===== src/rtl/tdtt_pkg.sv =====
// Shared types and constants for the task delay tick timers block.
package tdtt_pkg;

   localparam int TASK_COUNT_DEF = 32;   // default number of task timers
   localparam int TICK_MS_DEF    = 2;    // default tick period in ms

   localparam int CNT_W   = 17;          // countdown width
   localparam int HOG_W   = 16;          // exclusive-mode tick counter width
   localparam int TASK_W  = 5;           // task id field width
   localparam int DELAY_W = 16;          // delay field width

   localparam logic [HOG_W-1:0] HOG_LIMIT_RST = 16'd500;

   // Input word kinds (req_tuser)
   localparam logic KIND_TICK = 1'b0;
   localparam logic KIND_SET  = 1'b1;

   // Result word kinds (rsp_tuser)
   localparam logic EV_WAKE    = 1'b0;
   localparam logic EV_RELEASE = 1'b1;

   // Write request into the countdown store
   typedef struct packed {
      logic             en;
      logic [CNT_W-1:0] data;
   } cnt_wr_type;

endpackage


===== src/rtl/tdtt_cnt_mem.sv =====
// Countdown store: one counter per task, valid bits model the all-zero reset.
module tdtt_cnt_mem
   import tdtt_pkg::*;
#(
   parameter int TASK_COUNT = TASK_COUNT_DEF,
   parameter int IDX_W      = (TASK_COUNT > 1) ? $clog2(TASK_COUNT) : 1
) (
   input  logic             clock,
   input  logic             reset,
   input  cnt_wr_type       wr,
   input  logic [IDX_W-1:0] wr_addr,
   input  logic             rd_en,
   input  logic [IDX_W-1:0] rd_addr,
   output logic [CNT_W-1:0] rd_data
);

   logic [CNT_W-1:0]      mem [TASK_COUNT];
   logic [TASK_COUNT-1:0] valid_ff;
   logic [CNT_W-1:0]      rd_data_ff;

   // Hold written counts; a never-written entry reads as zero
   always_ff @(posedge clock) begin
      if (wr.en) begin
         mem[wr_addr] <= wr.data;
      end
      if (rd_en) begin
         rd_data_ff <= valid_ff[rd_addr] ? mem[rd_addr] : '0;
      end
   end

   always_ff @(posedge clock) begin
      if (reset) begin
         valid_ff <= '0;
      end else if (wr.en) begin
         valid_ff[wr_addr] <= 1'b1;
      end
   end

   assign rd_data = rd_data_ff;

endmodule


===== src/rtl/task_delay_tick_timers_core.sv =====
// Top level: per-task countdown timers with an exclusive-mode release counter.
//
//  channel  | direction | handshake             | payload
//  ---------+-----------+-----------------------+----------------------------------------
//  req_     | in        | req_tvalid/req_tready | tuser kind, tdata task/delay/hog flag
//  rsp_     | out       | rsp_tvalid/rsp_tready | tuser event kind, tdata task, tlast
//  csr_     | in        | csr_wr_en             | csr_wr_data = hog limit
//
// A set-delay word is written to the store as it is accepted, leaves the block idle and gives no result.
// A tick word runs through the states in order: the accepting cycle fetches the
// first counter, then S_SCAN takes one task per cycle (unless a stalled output
// holds it) through the shared decrement/compare unit, which reads the next
// counter from the store while it writes back the current one, then S_HOG
// updates the release counter and S_FLUSH sends the last result.
// Reset clears every countdown (through the store's valid bits), the release
// counter and the output; the hog limit returns to 500.
// A stalled output holds the scan only when a second result is waiting.
module task_delay_tick_timers_core
   import tdtt_pkg::*;
#(
   parameter int TASK_COUNT = TASK_COUNT_DEF,
   parameter int TICK_MS    = TICK_MS_DEF
) (
   input  logic             clock,
   input  logic             reset,
   // req: tuser = kind
   input  logic             req_tvalid,
   output logic             req_tready,
   input  logic             req_tuser,
   // tdata: [4:0] task_id, [20:5] delay in ms, [21] hog_flag, [23:22] zero
   input  logic [23:0]      req_tdata,
   // rsp: tuser = event_kind
   output logic             rsp_tvalid,
   input  logic             rsp_tready,
   output logic             rsp_tuser,
   // tdata: [4:0] woken_task, [7:5] zero
   output logic [7:0]       rsp_tdata,
   output logic             rsp_tlast,
   // hog limit register
   input  logic             csr_wr_en,
   input  logic [HOG_W-1:0] csr_wr_data
);

   localparam int IDX_W = (TASK_COUNT > 1) ? $clog2(TASK_COUNT) : 1;
   localparam logic [IDX_W-1:0] IDX_LAST = IDX_W'(TASK_COUNT - 1);

   // Divide by the tick period through a reciprocal multiply; the rounded-up
   // reciprocal with this shift is exact for every 16-bit delay and any tick
   // period up to 32
   localparam int RECIP_SH = DELAY_W + 5;
   localparam int PROD_W   = DELAY_W + RECIP_SH;
   localparam logic [RECIP_SH:0] RECIP_MUL =
      (RECIP_SH+1)'(((1 << RECIP_SH) + TICK_MS - 1) / TICK_MS);

   typedef enum logic [1:0] {
      S_IDLE,
      S_SCAN,
      S_HOG,
      S_FLUSH
   } state_type;

   // Unpack the request word
   logic [TASK_W-1:0]  req_task;
   logic [DELAY_W-1:0] req_delay;
   logic               req_hog;

   assign req_task  = req_tdata[TASK_W-1:0];
   assign req_delay = req_tdata[TASK_W+DELAY_W-1:TASK_W];
   assign req_hog   = req_tdata[TASK_W+DELAY_W];

   state_type          state_ff, state_in;
   logic [IDX_W-1:0]   idx_ff, idx_in;
   logic               flag_ff, flag_in;
   logic [HOG_W-1:0]   hog_ff, hog_in;
   logic [HOG_W-1:0]   limit_ff, limit_in;
   logic               pend_vld_ff, pend_vld_in;
   logic               pend_kind_ff, pend_kind_in;
   logic [TASK_W-1:0]  pend_task_ff, pend_task_in;
   logic               rsp_vld_ff, rsp_vld_in;
   logic               rsp_kind_ff, rsp_kind_in;
   logic [TASK_W-1:0]  rsp_task_ff, rsp_task_in;
   logic               rsp_last_ff, rsp_last_in;

   cnt_wr_type         wr;
   logic [IDX_W-1:0]   wr_addr;
   logic               rd_en;
   logic [IDX_W-1:0]   rd_addr;
   logic [CNT_W-1:0]   rd_data;

   // Shared unit: decrement and zero test of the counter under scan
   logic [CNT_W-1:0]   cnt_dec;
   logic               cnt_busy;
   logic               cnt_hit;
   logic [HOG_W-1:0]   hog_inc;
   logic               hog_rel;
   logic               out_free;
   logic [PROD_W-1:0]  delay_prod;
   logic [CNT_W-1:0]   delay_load;

   assign cnt_dec  = rd_data - CNT_W'(1);
   assign cnt_busy = (rd_data != '0);
   assign cnt_hit  = cnt_busy && (cnt_dec == '0);
   assign hog_inc  = hog_ff + HOG_W'(1);
   assign hog_rel  = flag_ff && (hog_inc >= limit_ff);
   assign out_free = !rsp_vld_ff || rsp_tready;

   // Ticks per requested delay, plus one so a short delay wakes on the next tick
   assign delay_prod = PROD_W'(req_delay) * PROD_W'(RECIP_MUL);
   assign delay_load = CNT_W'(delay_prod[PROD_W-1:RECIP_SH]) + CNT_W'(1);

   tdtt_cnt_mem #(
      .TASK_COUNT (TASK_COUNT),
      .IDX_W      (IDX_W)
   ) u_cnt_mem (
      .clock   (clock),
      .reset   (reset),
      .wr      (wr),
      .wr_addr (wr_addr),
      .rd_en   (rd_en),
      .rd_addr (rd_addr),
      .rd_data (rd_data)
   );

   always_comb begin
      state_in     = state_ff;
      idx_in       = idx_ff;
      flag_in      = flag_ff;
      hog_in       = hog_ff;
      limit_in     = limit_ff;
      pend_vld_in  = pend_vld_ff;
      pend_kind_in = pend_kind_ff;
      pend_task_in = pend_task_ff;
      rsp_vld_in   = rsp_vld_ff;
      rsp_kind_in  = rsp_kind_ff;
      rsp_task_in  = rsp_task_ff;
      rsp_last_in  = rsp_last_ff;
      wr.en        = 1'b0;
      wr.data      = '0;
      wr_addr      = '0;
      rd_en        = 1'b0;
      rd_addr      = '0;

      // Drop the output word once taken
      if (rsp_vld_ff && rsp_tready) begin
         rsp_vld_in = 1'b0;
      end

      if (csr_wr_en) begin
         limit_in = csr_wr_data;
      end

      unique case (state_ff)
         S_IDLE: begin
            if (req_tvalid) begin
               if (req_tuser == KIND_SET) begin
                  // Ignore tasks beyond the configured count
                  if (32'(req_task) < TASK_COUNT) begin
                     wr.en   = 1'b1;
                     wr.data = delay_load;
                     wr_addr = IDX_W'(req_task);
                  end
               end else begin
                  // Start the scan: fetch the first counter now
                  idx_in      = '0;
                  flag_in     = req_hog;
                  pend_vld_in = 1'b0;
                  rd_en       = 1'b1;
                  rd_addr     = '0;
                  state_in    = S_SCAN;
               end
            end
         end
         S_SCAN: begin
            // Hold when a new wake meets a full output and a waiting result
            if (!(cnt_hit && pend_vld_ff && !out_free)) begin
               if (cnt_busy) begin
                  wr.en   = 1'b1;
                  wr.data = cnt_dec;
                  wr_addr = idx_ff;
               end
               if (cnt_hit) begin
                  if (pend_vld_ff) begin
                     rsp_vld_in  = 1'b1;
                     rsp_kind_in = pend_kind_ff;
                     rsp_task_in = pend_task_ff;
                     rsp_last_in = 1'b0;
                  end
                  pend_vld_in  = 1'b1;
                  pend_kind_in = EV_WAKE;
                  pend_task_in = TASK_W'(idx_ff);
               end
               if (idx_ff == IDX_LAST) begin
                  state_in = S_HOG;
               end else begin
                  idx_in  = idx_ff + IDX_W'(1);
                  rd_en   = 1'b1;
                  rd_addr = idx_ff + IDX_W'(1);
               end
            end
         end
         S_HOG: begin
            if (!(hog_rel && pend_vld_ff && !out_free)) begin
               if (!flag_ff || hog_rel) begin
                  hog_in = '0;
               end else begin
                  hog_in = hog_inc;
               end
               if (hog_rel) begin
                  if (pend_vld_ff) begin
                     rsp_vld_in  = 1'b1;
                     rsp_kind_in = pend_kind_ff;
                     rsp_task_in = pend_task_ff;
                     rsp_last_in = 1'b0;
                  end
                  pend_vld_in  = 1'b1;
                  pend_kind_in = EV_RELEASE;
                  pend_task_in = '0;
               end
               state_in = S_FLUSH;
            end
         end
         S_FLUSH: begin
            // Send the held result as the tick's last word
            if (!pend_vld_ff) begin
               state_in = S_IDLE;
            end else if (out_free) begin
               rsp_vld_in  = 1'b1;
               rsp_kind_in = pend_kind_ff;
               rsp_task_in = pend_task_ff;
               rsp_last_in = 1'b1;
               pend_vld_in = 1'b0;
               state_in    = S_IDLE;
            end
         end
         default: begin
            state_in = S_IDLE;
         end
      endcase
   end

   always_ff @(posedge clock) begin
      if (reset) begin
         state_ff    <= S_IDLE;
         hog_ff      <= '0;
         limit_ff    <= HOG_LIMIT_RST;
         pend_vld_ff <= 1'b0;
         rsp_vld_ff  <= 1'b0;
      end else begin
         state_ff    <= state_in;
         hog_ff      <= hog_in;
         limit_ff    <= limit_in;
         pend_vld_ff <= pend_vld_in;
         rsp_vld_ff  <= rsp_vld_in;
      end
      idx_ff       <= idx_in;
      flag_ff      <= flag_in;
      pend_kind_ff <= pend_kind_in;
      pend_task_ff <= pend_task_in;
      rsp_kind_ff  <= rsp_kind_in;
      rsp_task_ff  <= rsp_task_in;
      rsp_last_ff  <= rsp_last_in;
   end

   assign req_tready = (state_ff == S_IDLE);
   assign rsp_tvalid = rsp_vld_ff;
   assign rsp_tuser  = rsp_kind_ff;
   assign rsp_tdata  = {3'b000, rsp_task_ff};
   assign rsp_tlast  = rsp_last_ff;

endmodule


===== config.mk =====
export PLATFORM = sky130hd
export DESIGN_NAME = task_delay_tick_timers_core
export DESIGN_NICKNAME = d
export VERILOG_FILES = /design/src/rtl/tdtt_pkg.sv /design/src/rtl/tdtt_cnt_mem.sv /design/src/rtl/task_delay_tick_timers_core.sv
export SDC_FILE = /design/constraint.sdc
export NUM_CORES = 1
export LEC_CHECK = 0
export ABC_AREA = 1
export BUFFER_PORTS_ARGS = -buffer_cell sky130_fd_sc_hd__buf_2
export CORE_MARGIN = 1.5
export CORE_UTILIZATION = 36
export DETAILED_ROUTE_END_ITERATION = 10
export SLEW_MARGIN = 25
export SYNTH_ARGS = -nofsm -noshare
export SYNTH_HDL_FRONTEND = slang
export SYNTH_HIERARCHICAL = 1
export SYNTH_SLANG_ARGS = --single-unit

===== constraint.sdc =====
create_clock -name clock -period 3.4 [get_ports clock]
set_input_delay 0.34 -clock clock [delete_from_list [all_inputs] [get_ports clock]]
set_output_delay 0.34 -clock clock [all_outputs]
set_load 0.02 [all_outputs]

==> results of run 1 <==
-- synthesized netlist by cell type (all sizes together) (21+ instances only) --
cell,instances
o21ai,78
buf,111
nor3,21
inv,277
ha,27
nand3,382
dfxtp,68
clkbuf,26
nor2,268
a21oi,32
edfxtp,580
nand2,960
-- flip-flops by register name, indices dropped and copies added (netlist names), 2 cells and up --
| register | flops |
|---|---|
| u_cnt_mem/mem | 544 |
| u_cnt_mem/valid_ff | 32 |
| limit_ff | 16 |
| state_ff | 2 |
| hog_ff | 16 |
| u_cnt_mem/rd_data | 17 |
| idx_ff | 5 |
| pend_task_ff | 5 |
| rsp_task_ff | 5 |
-- path summary, 6_finish.rpt --
path | from | to
worst max-delay path | u_cnt_mem/rd_data[10] | u_cnt_mem/mem[8][12]
worst min-delay path | csr_wr_data[10] | limit_ff[10]
worst min register to register | pend_task_ff[3] | rsp_task_ff[3]
worst max register to register | u_cnt_mem/rd_data[10] | u_cnt_mem/mem[8][12]
-- cell families after synthesis --
kind of cell    after synthesis  share of synthesized area, %
simple gates               1649                         23.87
flops                       648                         65.25
buf+inv                     416                         6.296
compound gates              138                         2.761
fa+ha+maj                    27                         1.174
xor+xnor                     21                        0.6391
other cells                   1                       0.01303
-- power by group --
| group | switching [mW] | internal [mW] |
|---|---|---|
| combinational | 8.61 | 4.95 |
| sequential | 0.247 | 10.1 |
| clock | 3.22 | 4.63 |
| total | 12.1 | 19.7 |
-- worst reg2reg max path, cell delays in order (launching register included) --
cell,delay [ns]
sky130_fd_sc_hd__edfxtp_1,0.44
sky130_fd_sc_hd__nor2_1,0.27
sky130_fd_sc_hd__nand2_1,0.13
sky130_fd_sc_hd__nor2_1,0.15
sky130_fd_sc_hd__nand3b_1,0.09
sky130_fd_sc_hd__nand2_1,0.08
sky130_fd_sc_hd__inv_2,0.04
sky130_fd_sc_hd__nand4_1,0.13
sky130_fd_sc_hd__nor4_4,0.06
sky130_fd_sc_hd__nand2_2,0.11
sky130_fd_sc_hd__buf_6,0.12
sky130_fd_sc_hd__nand2_4,0.06
sky130_fd_sc_hd__buf_6,0.14
sky130_fd_sc_hd__o21ai_4,0.14
sky130_fd_sc_hd__buf_6,0.17
sky130_fd_sc_hd__clkinvlp_4,0.16
sky130_fd_sc_hd__buf_4,0.18
sky130_fd_sc_hd__nor3_4,0.16
sky130_fd_sc_hd__buf_4,0.15
sky130_fd_sc_hd__inv_1,0.11
sky130_fd_sc_hd__nor2_2,0.17
sky130_fd_sc_hd__buf_12,0.19
-- metal layers --
layer / GRT usage (%) / vias to the layer above
met5: 0 / -
met4: 7.434 / 0
met3: 2.967 / 165
met2: 33.74 / 898
met1: 28.83 / 10410
li1: - / 10340
-- through the flow --
step | instances | utilization, % | setup slack, ns | hold slack, ns | area, µm²
6_report | 4351 | 48.03 | -0.1959 | 0.03381 | 37940
5_1_grt | 4351 | 48.03 | -0.3831 | 0.05023 | 37940
4_1_cts | 4319 | 46.07 | -0.08238 | 0.003953 | 36390
3_5_place_dp | 4125 | 41.16 | -0.3572 | 0.4071 | 32520
3_3_place_gp | 4124 | 41.14 | -0.3336 | 0.4026 | 32500
2_1_floorplan | 2902 | - | -0.1471 | 0.4003 | 28800
-- what timing repair did --
item,4_1_cts,5_1_grt
hold endpoints to repair,16,0
cloned,22,17
buffers inserted,26,21
pin swaps,20,107
endpoints found under the setup margin,543,624
gates resized for setup,137,280
hold buffers,16,0
-- cell type report --
type | count | area [µm²]
fillers | 7016 | 41060
repair inverters | 1 | 8.758
clock inverters | 41 | 473.0
clock buffers | 89 | 1874
flip-flops and latches | 648 | 18790
multi-input cells | 1840 | 9741
inverters | 279 | 1095
well taps | 1050 | 1314
diodes | 1 | 2.502
repair buffers | 402 | 4648
==> reports/summary.md, run 1 <==
* -0.1959 ns — setup ws final
* 21 — path depth of the worst reg2reg path
* sky130_fd_sc_hd__buf_6 — Worst path most repeated cell
* yes — TritonCTS clock tree
* sky130_fd_sc_hd__nand2_1, sky130_fd_sc_hd__edfxtp_1, sky130_fd_sc_hd__nand3_1 — highest-count cells in the layout ignoring fill and taps
* sky130_fd_sc_hd__edfxtp_1, sky130_fd_sc_hd__nand2_1, sky130_fd_sc_hd__nand3_1 — synth top area cells
* 20450 — via count of the first global-routing pass
* 79000 µm² — Core Box Area
* 71 — Num CTS Buffers
* true — RSZ-0062 raised after global routing
* 18 — maximum fanout along the worst path
* 3.92 ns — critical path data arrival time
* 3316 — Total Nets Final
* 2900 — Synth Instances
* flop — critical path capture point type
* 37290 µm — wire length on met1
* 285.7 µm — Die X
* 28.03% — relative slew slack
* 58 — boundary pin count
* 0.63 ns — clock latency on the worst-skew pair
* 20.36 µm — post-DR wirelength/cell
* met4 — highest metal layer with signal wires
* 3.596 ns — clock period minus worst slack
* 0.06 ns — clock-pin slew reported for the worst setup and hold paths after clock tree synthesis
* 836.9 nW/µm² — power density over cell area
* 0 — Routed Antenna Nets
* 20.92% — total routing resource utilization after global routing
* 648 — clk sink count
* 278.1 MHz — Fmax achieved
* 24.76% — layout cell share with drive strength beyond 1
* 21 — CP Depth
* sky130_fd_sc_hd__edfxtp_1 — cell type of the slowest stage on the worst timing path
* 6 — detailed-router iteration count before antenna repair
* 50490 µm — sum of net half-perimeters after detailed placement
* 46 — number of different library cells in the post-synthesis netlist
* 0 — Slew Limit Fails
* 580 — EDFF count, synth
* 3 — cell depth of the worst min-delay path
* 9.923 µm² — Mapped Avg Cell Area
* 9 — Worst Path Buf+Inv
* 648 — flip-flop and latch count after synthesis
* 0.8835 — global placer's final weighted congestion
* -41.27 ns — setup_tns
* 81640 µm² — area enclosed by the die boundary
* -0.20 ns — reg2reg setup slack
* 3 — maximum level of the CTS H-tree
* sky130_fd_sc_hd__edfxtp_1 — cell type with the highest aggregate area in the netlist
* 28780 µm² — post-synthesis instance area
* 285.7 µm — height of the die
* 0 — Final Hold Vio Count
* nor2_1, nand2_1, nor2_1, nand3b_1, nand2_1, inv_2, nand4_1, nor4_4, nand2_2, buf_6, nand2_4, buf_6, o21ai_4, buf_6, clkinvlp_4, buf_4, nor3_4, buf_4, inv_1, nor2_2, buf_12 — ordered cell list for the critical path
* 2236 — violation count after the first detailed-routing iteration
* setup timing — violated checks
* 51 — port buffer count
* 31.85% — area growth from synthesis to final layout
* 40920 µm — met2 routed wirelength
* 88600 µm — total detailed-routing wirelength
* 127800 µm — global-route wire length before repair
* sky130_fd_sc_hd__clkbuf_16 — root buffer cell
* 60.52% — share of the synthesized area in the top cell type
* 472 — setup violation total in the final timing report
* 5.012 — Via-to-Cell Ratio
* 65.25% — share of the yosys chip area belonging to registers
* 6 — yosys synthesis warning count
* sky130_fd_sc_hd__nand2_1 — most common cell after layout, fill and taps aside
* input pin to flop — min-delay worst type
* 105.8% — share of the clock period used by the worst path after layout
* 55 — pin count of the biggest net entering global routing
* 3 — buffers from clock root to sink, at most
* 0.4187 mV — maximum vdd ir drop
* 0 — max-capacitance violation count
* 0 — number of remaining DRC errors
* 0% — fraction of synthesis flops using an asynchronous set or reset pin
* 1.078 ns — transition time at the pin with the least slew margin
* 0.02860 ns — final worst clock skew
* 36.43% — Initial Util
* 2 — initial antenna violation count
* 103 — Core Rows
* 21810 — Vias
* flop to flop — classification of the worst setup path
* complete, but fails checks — status
* 3.72 ns — Worst EP required
* 15.41 nW — leakage power figure
* 0 — aggregate global routing overflow
* simple AND/OR/NAND/NOR gates — cell class contributing the biggest share of worst-path delay
* 31.76 mW — total design power
* flop — kind of launch point of the worst setup path
* 7493 µm — met3 wire len
* 0.44 ns — Crit path largest cell delay
* sky130_fd_sc_hd__edfxtp_1 — dominant register cell in the synthesized netlist
Note: power is estimated with default switching activity, not from simulation.
==> run 2: changes to the inputs <==
Settings changed: CTS_BUF_LIST set to sky130_fd_sc_hd__clkbuf_8.
==> run 2 against run 1 <==
  * The flow still finishes with violations (setup timing)
  * Sequential share of layout area increased by 1.1 points
  * Fmax grew 0.57%
  * Total power shrank 5.6%
  * Highest routed layer unchanged
  * Routed wire length fell by 1.7%
==> reports/summary.md, run 2 (synthesis results as in run 1) <==
* 18780 µm² — storage element area, about the same
* -0.1754 ns — setup ws final, +0.02045 ns
* 15.24 nW — leakage power figure, -1.1%
* yes — TritonCTS clock tree
* u_cnt_mem/mem[30][10] — end of the worst register-to-register path
* -41.64 ns — setup_tns, -0.3706 ns
* 3.82 ns — Worst EP required, +0.10 ns
* 103 — Core Rows, unchanged
* 6 — detailed-router iteration count before antenna repair, unchanged
* 0 — Final Hold Vio Count, unchanged
* 0.72 ns — clock latency on the worst-skew pair, +0.09 ns
* 4 — initial antenna violation count, +2
* 19.67 µm — post-DR wirelength/cell, -3.4%
* 7179 — fill count, +2.3%
* 0 — Slew Limit Fails, unchanged
* 3.99 ns — critical path data arrival time, +0.07 ns
* 285.7 µm — height of the die, unchanged
* 536 — setup violation total in the final timing report, +14%
* -0.3572 ns — Place WS, unchanged
* 55 — pin count of the biggest net entering global routing, unchanged
* 30.41% — relative slew slack, +2.4 points
* 20620 — via count of the first global-routing pass, +0.80%
* 9422 µm² — area of the multi-input gates, -3.3%
* 5 — maximum fanout along the worst path, -13
* 28.85% — area growth from synthesis to final layout
* flop — critical path capture point type
* 18.20 mW — cell-internal power, -7.5%
* 0.8835 — global placer's final weighted congestion, unchanged
* 21.7% — Clk pwr share, -3.0 points
* 279.7 MHz — Fmax achieved, +0.57%
* 105.2% — share of the clock period used by the worst path after layout, -0.60 points
* 79000 µm² — Core Box Area, unchanged
* setup timing — violated checks
* input pin to flop — min-delay worst type
* 2039 — violation count after the first detailed-routing iteration, -8.8%
* 51 — port buffer count, unchanged
* 43.8% — Comb pwr share, +1.1 points
* 285.7 µm — Die X, unchanged
* 21960 — Vias, +0.72%
* 58 — boundary pin count, unchanged
* u_cnt_mem/mem — most flop-heavy register
* sky130_fd_sc_hd__nand2_1, sky130_fd_sc_hd__edfxtp_1, sky130_fd_sc_hd__inv_1 — highest-count cells in the layout ignoring fill and taps
* 37080 µm² — post-route cell area, -2.3%
* flop — kind of launch point of the worst setup path
* 32520 µm² — Area after DPL, unchanged
* 0 — Routed Antenna Nets, unchanged
* flop to flop — classification of the worst setup path
* complete, but fails checks — status
* 23.13% — layout cell share with drive strength beyond 1, -1.6 points
* 20.76% — total routing resource utilization after global routing, -0.16 points
* 3 — cell depth of the worst min-delay path, unchanged
* req_tvalid — beginning of the worst hold path
* true — RSZ-0062 raised after global routing
* 0 — max-capacitance violation count, unchanged
* 39.31% — switching power as a share of total power, +1.3 points
* 648 — clk sink count, unchanged
* 36.43% — Initial Util, unchanged
* 0 — number of remaining DRC errors, unchanged
* -0.18 ns — reg2reg setup slack, +0.02 ns
* 108 — Num CTS Buffers, +52%
* 3 — buffers from clock root to sink, at most, unchanged
* 50490 µm — sum of net half-perimeters after detailed placement, unchanged
* 81640 µm² — area enclosed by the die boundary, unchanged
* 127200 µm — global-route wire length before repair, -0.42%
* 0.06 ns — clock-pin slew reported for the worst setup and hold paths after clock tree synthesis, about the same
* sky130_fd_sc_hd__nand2_1 — most common cell after layout, fill and taps aside
* 11.79 mW — switching pwr, -2.4%
* sky130_fd_sc_hd__clkbuf_8 — root buffer cell
* 0.4368 mV — maximum vdd ir drop, +4.3%
* 87110 µm — total detailed-routing wirelength, -1.7%
* 808.8 nW/µm² — power density over cell area, -3.4%
* 0.03077 ns — final worst clock skew, +0.002167 ns
* 0 — aggregate global routing overflow, unchanged
* 544 — Largest register FFs, unchanged
* 34.5% — share of power burned in registers, +1.9 points
* 0.08613 ns — worst hold margin, +0.05232 ns
* 3358 — Total Nets Final, +1.3%
* 22 — path depth of the worst reg2reg path, +4.8%
* 3.575 ns — clock period minus worst slack, -0.02045 ns
* 1.043 ns — transition time at the pin with the least slew margin, -0.03560 ns
* flag_ff — WHS Endpoint
* 4.959 — Via-to-Cell Ratio, -1.1%
* 3 — maximum level of the CTS H-tree, unchanged
* u_cnt_mem/rd_data[4] — startpoint of the worst-slack reg-to-reg timing path
run 2: timing repair:
action                                 4_1_cts  5_1_grt
gates resized for setup                    144      164
gates cloned                                16        8
endpoints found under the hold margin       18        0
buffers inserted                            31       16
pin swaps                                   26       76
setup endpoints to repair                  547      624
hold buffers                                30        0
run 2: how the worst max path moves through the flow:
stage,from,end,slack (ns),cells after the start
floorplan,u_cnt_mem/rd_data[0],u_cnt_mem/mem[24][0],-0.15,15
detailed placement,u_cnt_mem/rd_data[2],u_cnt_mem/rd_data[4],-0.36,18
finish,u_cnt_mem/rd_data[4],u_cnt_mem/mem[30][10],-0.18,22
global placement,u_cnt_mem/rd_data[2],u_cnt_mem/rd_data[4],-0.33,18
global route,hog_ff[1],rsp_task_ff[2],-0.29,18
CTS,u_cnt_mem/rd_data[1],u_cnt_mem/rd_data[0],-0.04,25
run 2: layout make-up:
cell class	count	share of cell area (%)
inverter	279	2.909
antenna	3	0.02025
multi-input combinational	1840	25.41
sequential	648	50.65
timing repair buffer	407	11.99
clock inverter	92	1.410
timing repair inverter	1	0.02362
clock buffer	109	4.046
tap	1050	3.543
run 2: per-layer routing:
layer  vias to the layer above  track usage (%)  part of all wire [%]
li1                      10420                -                     -
met4                         0            8.056                   3.3
met3                       161            3.437                   8.6
met1                     10490            28.39                    42
met2                       900            33.06                    46
met5                         -                0                     0
run 2: metrics by stage:
| stage | utilization, % | std cells | power [mW] |
|---|---|---|---|
| after floorplan | - | 2902 | 16.18 |
| after global placement | 41.14 | 4124 | 20.89 |
| after detailed placement | 41.16 | 4125 | 20.98 |
| after CTS | 45.72 | 4403 | 29.04 |
| after global routing | 46.94 | 4429 | 31.34 |
| final | 46.94 | 4429 | 29.99 |
run 2: critical path, stage by stage, from the launching register on:
cell                         delay, ns
sky130_fd_sc_hd__edfxtp_1         0.47
sky130_fd_sc_hd__buf_6            0.17
sky130_fd_sc_hd__nor2_4           0.15
sky130_fd_sc_hd__nand2_4          0.09
sky130_fd_sc_hd__nor2_4           0.16
sky130_fd_sc_hd__buf_4            0.12
sky130_fd_sc_hd__nand2_1          0.04
sky130_fd_sc_hd__nand2_1          0.05
sky130_fd_sc_hd__nand2_1          0.07
sky130_fd_sc_hd__nand4_1          0.15
sky130_fd_sc_hd__nor4_4           0.06
sky130_fd_sc_hd__nand2_2          0.10
sky130_fd_sc_hd__buf_4            0.14
sky130_fd_sc_hd__nand2_4          0.06
sky130_fd_sc_hd__buf_4            0.15
sky130_fd_sc_hd__o21ai_2          0.13
sky130_fd_sc_hd__inv_1            0.08
sky130_fd_sc_hd__buf_4            0.16
sky130_fd_sc_hd__nor3_2           0.14
sky130_fd_sc_hd__buf_4            0.16
sky130_fd_sc_hd__clkinvlp_4       0.16
sky130_fd_sc_hd__nor2_4           0.26
sky130_fd_sc_hd__clkbuf_16        0.21
run 2: power by group through the flow:
stage                     registers [mW]  clock network (mW)  logic [mW]
after global routing                10.4                7.00        14.0
after global placement              10.5                   0        10.4
after floorplan                     10.5                   0        5.69
after detailed placement            10.5                   0        10.5
after CTS                           10.3                6.64        12.1
final                               10.3                6.51        13.1
